### src/design/sem_pkg.sv
// shared types and constants of the sobel edge magnitude block
`default_nettype none
package sem_pkg;

  localparam int MaxWidthDef  = 1024;
  localparam int MaxHeightDef = 1024;

  localparam int RegW   = 11;
  localparam int CfgIdxW = 2;
  localparam int PixW   = 24;
  localparam int GradW  = 11;
  localparam int SqW    = 20;
  localparam int SumW   = 21;

  localparam logic [RegW-1:0] WidthReset  = RegW'(640);
  localparam logic [RegW-1:0] HeightReset = RegW'(480);

  localparam logic [CfgIdxW-1:0] CfgFrameWidth  = CfgIdxW'(0);
  localparam logic [CfgIdxW-1:0] CfgFrameHeight = CfgIdxW'(1);

  localparam logic [7:0]      MagMax  = 8'd255;
  localparam logic [SumW-1:0] SqLimit = SumW'(65280);

  // controller to datapath commands
  typedef struct packed {
    logic       accept;
    logic       update;
    logic       grad;
    logic       square;
    logic       sum;
    logic       iter;
    logic       fin;
    logic       load;
    logic [1:0] chan;
    logic [2:0] step;
  } sem_cmd_t;

  // datapath to controller status
  typedef struct packed {
    logic res;
    logic out_free;
  } sem_stat_t;

endpackage
`default_nettype wire

### src/design/sem_ctrl.sv
// controller state machine of the sobel edge magnitude block
`default_nettype none
module sem_ctrl (
  input  wire logic              clk_i,
  input  wire logic              rst_ni,
  input  wire logic              in_valid_i,
  output logic                   in_ready_o,
  input  wire sem_pkg::sem_stat_t stat_i,
  output sem_pkg::sem_cmd_t       cmd_o
);
  import sem_pkg::*;

  typedef enum logic [2:0] {
    ST_IDLE, ST_UPD, ST_GRAD, ST_SQ, ST_SUM, ST_ITER, ST_FIN, ST_LOAD
  } state_e;

  state_e     state_q;
  logic [1:0] chan_q;
  logic [2:0] step_q;

  assign in_ready_o = (state_q == ST_IDLE);

  // command decode
  always_comb begin
    cmd_o        = '0;
    cmd_o.chan   = chan_q;
    cmd_o.step   = step_q;
    cmd_o.accept = (state_q == ST_IDLE) && in_valid_i;
    cmd_o.update = (state_q == ST_UPD);
    cmd_o.grad   = (state_q == ST_GRAD);
    cmd_o.square = (state_q == ST_SQ);
    cmd_o.sum    = (state_q == ST_SUM);
    cmd_o.iter   = (state_q == ST_ITER);
    cmd_o.fin    = (state_q == ST_FIN);
    cmd_o.load   = (state_q == ST_LOAD) && stat_i.out_free;
  end

  // sequencing
  always_ff @(posedge clk_i or negedge rst_ni) begin
    if (!rst_ni) begin
      state_q <= ST_IDLE;
      chan_q  <= '0;
      step_q  <= '0;
    end else begin
      case (state_q)
        ST_IDLE: begin
          if (in_valid_i) state_q <= ST_UPD;
        end
        ST_UPD: begin
          state_q <= stat_i.res ? ST_GRAD : ST_IDLE;
        end
        ST_GRAD: begin
          chan_q  <= '0;
          state_q <= ST_SQ;
        end
        ST_SQ: begin
          state_q <= ST_SUM;
        end
        ST_SUM: begin
          step_q  <= '0;
          state_q <= ST_ITER;
        end
        ST_ITER: begin
          step_q <= step_q + 3'd1;
          if (step_q == 3'd7) state_q <= ST_FIN;
        end
        ST_FIN: begin
          if (chan_q == 2'd2) begin
            state_q <= ST_LOAD;
          end else begin
            chan_q  <= chan_q + 2'd1;
            state_q <= ST_SQ;
          end
        end
        ST_LOAD: begin
          if (stat_i.out_free) state_q <= ST_IDLE;
        end
        default: state_q <= ST_IDLE;
      endcase
    end
  end

endmodule
`default_nettype wire

### config.mk
export PLATFORM = sky130hd
export DESIGN_NAME = sem_ctrl
export DESIGN_NICKNAME = d
export VERILOG_FILES = /design/src/design/sem_pkg.sv /design/src/design/sem_ctrl.sv
export SDC_FILE = /design/constraint.sdc
export NUM_CORES = 1
export LEC_CHECK = 0
export BUFFER_PORTS_ARGS = -buffer_cell sky130_fd_sc_hd__buf_2
export CAP_MARGIN = 10
export CORE_UTILIZATION = 25
export CTS_BUF_LIST = sky130_fd_sc_hd__clkbuf_8
export CTS_CLUSTER_DIAMETER = 40
export DETAILED_ROUTE_END_ITERATION = 8
export HOLD_SLACK_MARGIN = 0.1
export RECOVER_POWER = 50
export SYNTH_ARGS = -nofsm -noshare
export SYNTH_HDL_FRONTEND = slang
export SYNTH_SLANG_ARGS = --single-unit
### constraint.sdc
create_clock -name clk_i -period 2.4 [get_ports clk_i]
set_clock_uncertainty 0.2 [all_clocks]
set_input_delay 0.72 -clock clk_i [delete_from_list [all_inputs] [get_ports clk_i]]
set_output_delay 0.72 -clock clk_i [all_outputs]
set_load 0.02 [all_outputs]
After elaboration in Yosys (flattened, before gate mapping). Cells that the tools add are included.

Register bits: 8. Latch bits: 0. Memory bits (writable): 0. Memory bits (read-only): 0. Logic and storage cells: 34. Memories: 0.

$add $sub $neg: 2. Multipliers: 0. Div/mod/pow operators: 0. $lt $le $gt $ge: 0. Eq/ne operators: 13. Shift operators: 0. Muxes and demuxes: 9. Bitwise operators: 0. Reduce and logical (&&, ||, !) cells: 7.

Operators with widths (count): 3-bit one-hot mux with 8 select lines (1); 3-bit equality test, second input constant (5); 3-bit 2-to-1 mux (4); 3-bit by 2-bit equality test with 1-bit output, second input constant (2); 2-bit != test, second input constant (3); 3-bit one-hot mux with 2 select lines (1); 2-bit 2-to-1 mux (2); 2-bit one-hot mux with 2 select lines (1); 2-bit nonzero test (2); 3-bit by 1-bit adder with 3-bit output, second input constant (1); 3-bit by 1-bit equality test with 1-bit output, second input constant (1); 3-bit zero test (1); 3-bit AND reduction (1); 2-bit by 1-bit adder with 2-bit output, second input constant (1); 2-bit equality test, second input constant (1); 1-bit logical AND (2); 2-bit by 1-bit != test with 1-bit output, second input constant (1); 2-bit AND reduction (1).

Longest topological paths before layout. Gate-level depths: netlist of run 1.

Depth after elaboration: 3. Gate-level depth with buffers: 5. Mapped depth without buffers: 5.

Worst setup path after synthesis of run 1. No wires, ideal clock.

Kind: flip-flop to output port. Start: register state_q[0]. End: output port cmd_o[12] (netlist name). Arrival time: 1173 ps. Slack: 307 ps. Stages on the path, launching flop included: 4. Cells stage by stage: dfrtp_1 -> buf_4 -> nor3_2 -> and2_1.

RTL lines: start: declaration (RTL line sem_ctrl.sv:17) `state_e state_q;`; start signal: assignment (RTL line sem_ctrl.sv:50) `state_q <= stat_i.res ? ST_GRAD : ST_IDLE;`; end: declaration (RTL line sem_ctrl.sv:9) `output sem_pkg::sem_cmd_t cmd_o`.

==> impl_results.md, run 1 <==
* Final Cycle Share at 0.9201
* Pleak at between 0.3 and 0.4 nW
* Area delta synth->final at 24.68%
* Slew of the pin with the lowest slew margin at 0.4465 ns
* Worst hold path type: in2async
* F_max at 0.4529 GHz
* EDFF count, synth at 0
* Psw at 0.4175 mW
* Met1 WL at 488 µm
* Mapped Area at slightly below 500 µm²
* Placed cell areas at 586.8 µm²
* Placeable Area at 1783 µm²
* VDD IR-drop max at 0.4228 mV
* Synth unique cells at 22
* Final setup margin at 0.1918 ns
* Async SR Flop Fraction at 1.000
* Slowest CP cell: dfrtp_1
* Ant. Diodes at 0
* Count of final max-slew check failures at 0
* First-pass GRT wire length at 1780 µm
* Post-CTS setup buffers at 0
* # hold bufs at CTS at 0
* Cell-internal power at approximately 0.47 mW
* Max-cap viol count at 0
* NumNets Final at 82
* Post-Syn Nets at 62
* Seq/Total Area, Yosys at 0.4071
* Comb pwr share at 0.481
* Delay-heaviest family, CP: flip-flops
* CP required at about 1.5 ns
* Final setup violation count at 0
* Hold Fails Final Rpt at 0
* # IOs at 19
* Sequential share of power at 0.336
* DR top layer: met4
* DRT iter0 DRCs at 6
* Clock Power Share at 0.182
* DPL Wire Length at roughly 800 µm
* Htree depth at 1
* WP data arrival at 1.29 ns
* Port-buffer cells at 18
* Pwr Total at 0.8865 mW
* CP max FO at 12
* Vias in the first global route at approximately 410
* Via/cell ratio at 4.505
* Row Count at 15
* # DRC at 0
* Crit path cell chain: inv_2 -> nor3_1 -> buf_2
* CTS tree: done
* Setup CP Type: reg2out
* Ys flop type: dfrtp_1
* Gr usage total at 0.1229
* Syn. warnings at 0
* Starting density of the core at 0.2758
* Core Util, Final at 0.3439
* Pre-CTS WS at 0.3049 ns
* Setup TNS at 0 ns
* Worst Path Buf+Inv at 2
* Clk Latency, worst-skew pair at 0.23 ns
* Minimum clock period at 2.208 ns
* Bufs on Longest Clock Path at 2
* Final wirelength at 1038 µm
* Fin area at 613.1 µm²
* Seq cells post-synth at 8
* Antenna violations before repair at 0
* Overall die area at 2148 µm²
* CTS Sinks at 8
* Drt pass-1 iters at 2
* Root Buffer Master: clkbuf_8
* Avg Cell Area, Syn at 9.106 µm²
* Routed wire length on met3 at 47 µm
* GPL Wtd Cong at 0.6959
* Die H at 46.35 µm
* Status: completed
* Largest net degree at the start of global routing at 13
* Antenna-violating nets left at 0
* Post_cts resized at 0
* Layout cells sized above 1 at 0.3333
* Remaining Overflow, GRT at 0
* Switching Share at 0.4709
* Worst-path clk slew at roughly 0.040 ns
* Largest stage delay, worst path at 0.59 ns
* RSZ-0062 raised after global routing: no
* Crit start category: flip-flop
* DIE WIDTH at 46.35 µm
* Pwr dens at 1446 nW/µm²
* Crit path capture type: output port
* Vias at 437
* Relative slew slack at 0.7023
* Total CTS buffers at 3
* Synth Instances at 54
* Wirelength per Cell at 10.70 µm
* Met2 WL at around 460 µm
-- stage by stage --
stage / hold slack [ns] / instances
after floorplan: 0.2244 / 54
after global placement: 0.2947 / 94
after detailed placement: 0.3019 / 94
after CTS: 0.1295 / 97
after global routing: 0.2433 / 97
final: 0.2056 / 97
-- cells in the mapped netlist (2+ instances only) --
master	count	area, µm²
nor2_1	7	26.28
ha_1	3	37.54
o21ai_0	6	30.03
dfrtp_1	8	200.2
buf_4	2	15.01
o41ai_1	2	17.52
nand2_1	10	37.54
nand2b_1	2	12.51
-- state kept, by name (all words and copies together), names as in the netlist --
name     count
state_q      3
step_q       3
chan_q       2
-- power groups by stage --
stage / Clock, mW / Combinational [mW] / Sequential, mW
CTS: 0.166 / 0.448 / 0.307
global placement: 0 / 0.435 / 0.303
finish: 0.162 / 0.427 / 0.298
global route: 0.174 / 0.489 / 0.315
detailed placement: 0 / 0.444 / 0.309
floorplan: 0 / 0.364 / 0.279
-- path summary, 6_finish.rpt --
path	startpoint	endpoint	slack, ns	cells past startpoint
min in group clk_i	step_q[1]	step_q[1]	0.31	2
max	state_q[2]	cmd_o[8]	0.19	3
max reg2reg	chan_q[0]	chan_q[1]	0.95	5
max in group asynchronous	rst_ni	state_q[0]	1.48	1
min reg2reg	step_q[1]	step_q[1]	0.31	2
min	rst_ni	chan_q[0]	0.21	1
-- layout by cell type, fill, tap and decap left out, types with 2 or more instances in the layout --
| cell type | count |
|---|---|
| o41ai_1 | 2 |
| buf_2 | 17 |
| o21ai_0 | 6 |
| ha_1 | 3 |
| nand2b_1 | 3 |
| nor2_1 | 7 |
| clkbuf_8 | 3 |
| nand2_1 | 10 |
| dfrtp_1 | 8 |
-- per-layer routing --
layer / GRT usage / vias up
li1: - / 224
met1: 0.1607 / 193
met2: 0.1667 / 15
met3: 0.02745 / 5
met4: 0.1059 / 0
met5: 0 / -
-- cell families (layout without fill, tap and decap cells) --
logic type               count (synthesis)  in the layout  share of synthesized area
multiplexers                             1              1                    0.02036
flip-flops                               8              8                     0.4071
adder cells (fa/ha/maj)                  3              3                    0.07634
AND/OR/NAND/NOR                         25             25                     0.2596
buffers and inverters                    5             23                    0.06868
AO/OA/AOI/OAI                           12             12                     0.1679
-- area by class of cell --
type | instances | area [µm²]
Tap cell | 25 | 31.28
Clock buffer | 3 | 41.29
Fill cell | 193 | 1170
Inverter | 2 | 7.507
Timing Repair Buffer | 18 | 88.84
Sequential cell | 8 | 200.2
Multi-Input combinational cell | 41 | 244.0
Power figures use the tool's default switching activity.
==> run 2: changes to the inputs <==
- BUFFER_PORTS_ARGS: -buffer_cell sky130_fd_sc_hd__buf_2 -> -buffer_cell sky130_fd_sc_hd__clkbuf_2
==> run 2 against run 1 <==
  * Register-to-register slack barely moved
  * Total power is essentially flat
  * Sequential power about the same
  * Flip-flop and latch count stayed put
  * Clock power barely moved
  * Critical endpoint unchanged
==> impl_results.md, run 2 (same netlist as run 1, synthesis figures left out) <==
* First-pass GRT wire length at 1704 µm (-4.3%)
* Placeable Area at 1783 µm² (unchanged)
* CP required at 1.48 ns (about the same)
* Crit path capture type: output port
* DPL Wire Length at 761.9 µm (-4.2%)
* Row Count at 15 (unchanged)
* Root Buffer Master: clkbuf_8
* Layout cells sized above 1 at 0.3333 (unchanged)
* Pleak at 0.3081 nW (-2.6%)
* Status: completed
* VDD IR-drop max at 0.4511 mV (+6.7%)
* Minimum clock period at 2.212 ns (+0.003838 ns)
* Final wirelength at 1033 µm (-0.48%)
* Largest net degree at the start of global routing at 13 (unchanged)
* # DRC at 0 (unchanged)
* Bufs on Longest Clock Path at 2 (unchanged)
* DIE WIDTH at 46.35 µm (unchanged)
* DRT iter0 DRCs at 3 (-3)
* RSZ-0062 raised after global routing: no
* Hold Slack at 0.2169 ns (+0.01125 ns)
* Setup CP Type: reg2out
* Worst hold path type: in2async
* Overall die area at 2148 µm² (unchanged)
* # hold bufs at CTS at 0 (unchanged)
* Post_cts resized at 0 (unchanged)
* Port-buffer cells at 18 (unchanged)
* Largest registers: state_q: 3 flops, step_q: 3 flops, chan_q: 2 flops
* Count of final max-slew check failures at 0 (unchanged)
* WP data arrival at 1.29 ns (about the same)
* Post-CTS setup buffers at 0 (unchanged)
* NumNets Final at 82 (unchanged)
* Remaining Overflow, GRT at 0 (unchanged)
* Gr usage total at 0.1139 (-0.008985)
* Ant. Diodes at 0 (unchanged)
* Antenna-violating nets left at 0 (unchanged)
* Hold Fails Final Rpt at 0 (unchanged)
* Max-cap viol count at 0 (unchanged)
* Final setup violation count at 0 (unchanged)
* Vias at 423 (-3.2%)
* Crit start category: flip-flop
* Clk Latency, worst-skew pair at 0.23 ns (about the same)
* Core Util, Final at 0.3439 (unchanged)
* Starting density of the core at 0.2758 (unchanged)
* Area delta synth->final at 24.68% (unchanged)
* Most frequent cells in the layout: clkbuf_2, nand2_1, dfrtp_1
* Drt pass-1 iters at 3 (+1)
* Die H at 46.35 µm (unchanged)
* Htree depth at 1 (unchanged)
* Slew of the pin with the lowest slew margin at 0.4673 ns (+0.02075 ns)
* Setup TNS at 0 ns (unchanged)
* # IOs at 19 (unchanged)
* CTS Sinks at 8 (unchanged)
* CP max FO at 12 (unchanged)
* Total CTS buffers at 3 (unchanged)
* Final Cycle Share at 0.9217 (+0.001599)
* Via/cell ratio at 4.361 (-3.2%)
* GPL Wtd Cong at 0.6960 (about the same)
* Flop-to-flop setup slack at 0.95 ns (about the same)
* CTS tree: done
* Worst-path clk slew at 0.04 ns (about the same)
* Wirelength per Cell at 10.65 µm (-0.48%)
* Relative slew slack at 0.6885 (-0.01384)
* Commonest non-fill, non-tap cell in the layout: clkbuf_2
* F_max at 0.4521 GHz (-0.17%)
* Vias in the first global route at 394 (-4.6%)
* Pwr dens at 1446 nW/µm² (about the same)
* Antenna violations before repair at 0 (unchanged)
==> run 2: cell types whose count changed in the layout (fill, tap and decap cells not counted), sizes merged <==
cell | previous run | this run
buf | 17 | 0
clkbuf | 4 | 21
==> run 2: final timing paths <==
path / end / depth (start not counted) / start
max: cmd_o[8] / 3 / state_q[2]
min: chan_q[1] / 1 / rst_ni
max reg2reg: chan_q[1] / 5 / chan_q[0]
min reg2reg: step_q[2] / 2 / step_q[2]
max in group asynchronous: state_q[1] / 1 / rst_ni
min in group clk_i: step_q[2] / 2 / step_q[2]
==> run 2: metrics by stage <==
step,area (µm²),setup WS [ns],power (mW),cells
floorplan,491.7,0.3070,0.6436,54
global placement,586.8,0.2734,0.7394,94
detailed placement,586.8,0.2826,0.7485,94
CTS,628.1,0.1124,0.9178,97
global route,613.1,0.1050,0.9721,97
finish,613.1,0.1879,0.8862,97
==> run 2: worst max-delay path: stages (launching register included) <==
cell	delay (ns)
dfrtp_1	0.58
inv_2	0.13
nor3_1	0.16
clkbuf_2	0.19
==> run 2: layout make-up <==
class	count	area, µm²
clock buffer	3	41.29
inverter	2	7.507
tap	25	31.28
fill	194	1170
timing repair buffer	18	88.84
multi-input combinational	41	244.0
sequential	8	200.2
==> run 2: metal layers <==
| layer | track usage | vias up | routed length [µm] |
|---|---|---|---|
| met1 | 0.1435 | 185 | 507 |
| met3 | 0.02353 | 2 | 49 |
| met2 | 0.1750 | 14 | 458 |
| met4 | 0.07059 | 0 | 17 |
| met5 | 0 | - | 0 |
| li1 | - | 222 | - |
==> run 2: power breakdown <==
| part | leakage [nW] | switching, mW | total (mW) | internal [mW] |
|---|---|---|---|---|
| combinational | 0.183 | 0.265 | 0.427 | 0.162 |
| clock | 0.0216 | 0.0528 | 0.161 | 0.109 |
| sequential | 0.103 | 0.102 | 0.298 | 0.196 |
| total | 0.308 | 0.419 | 0.886 | 0.467 |
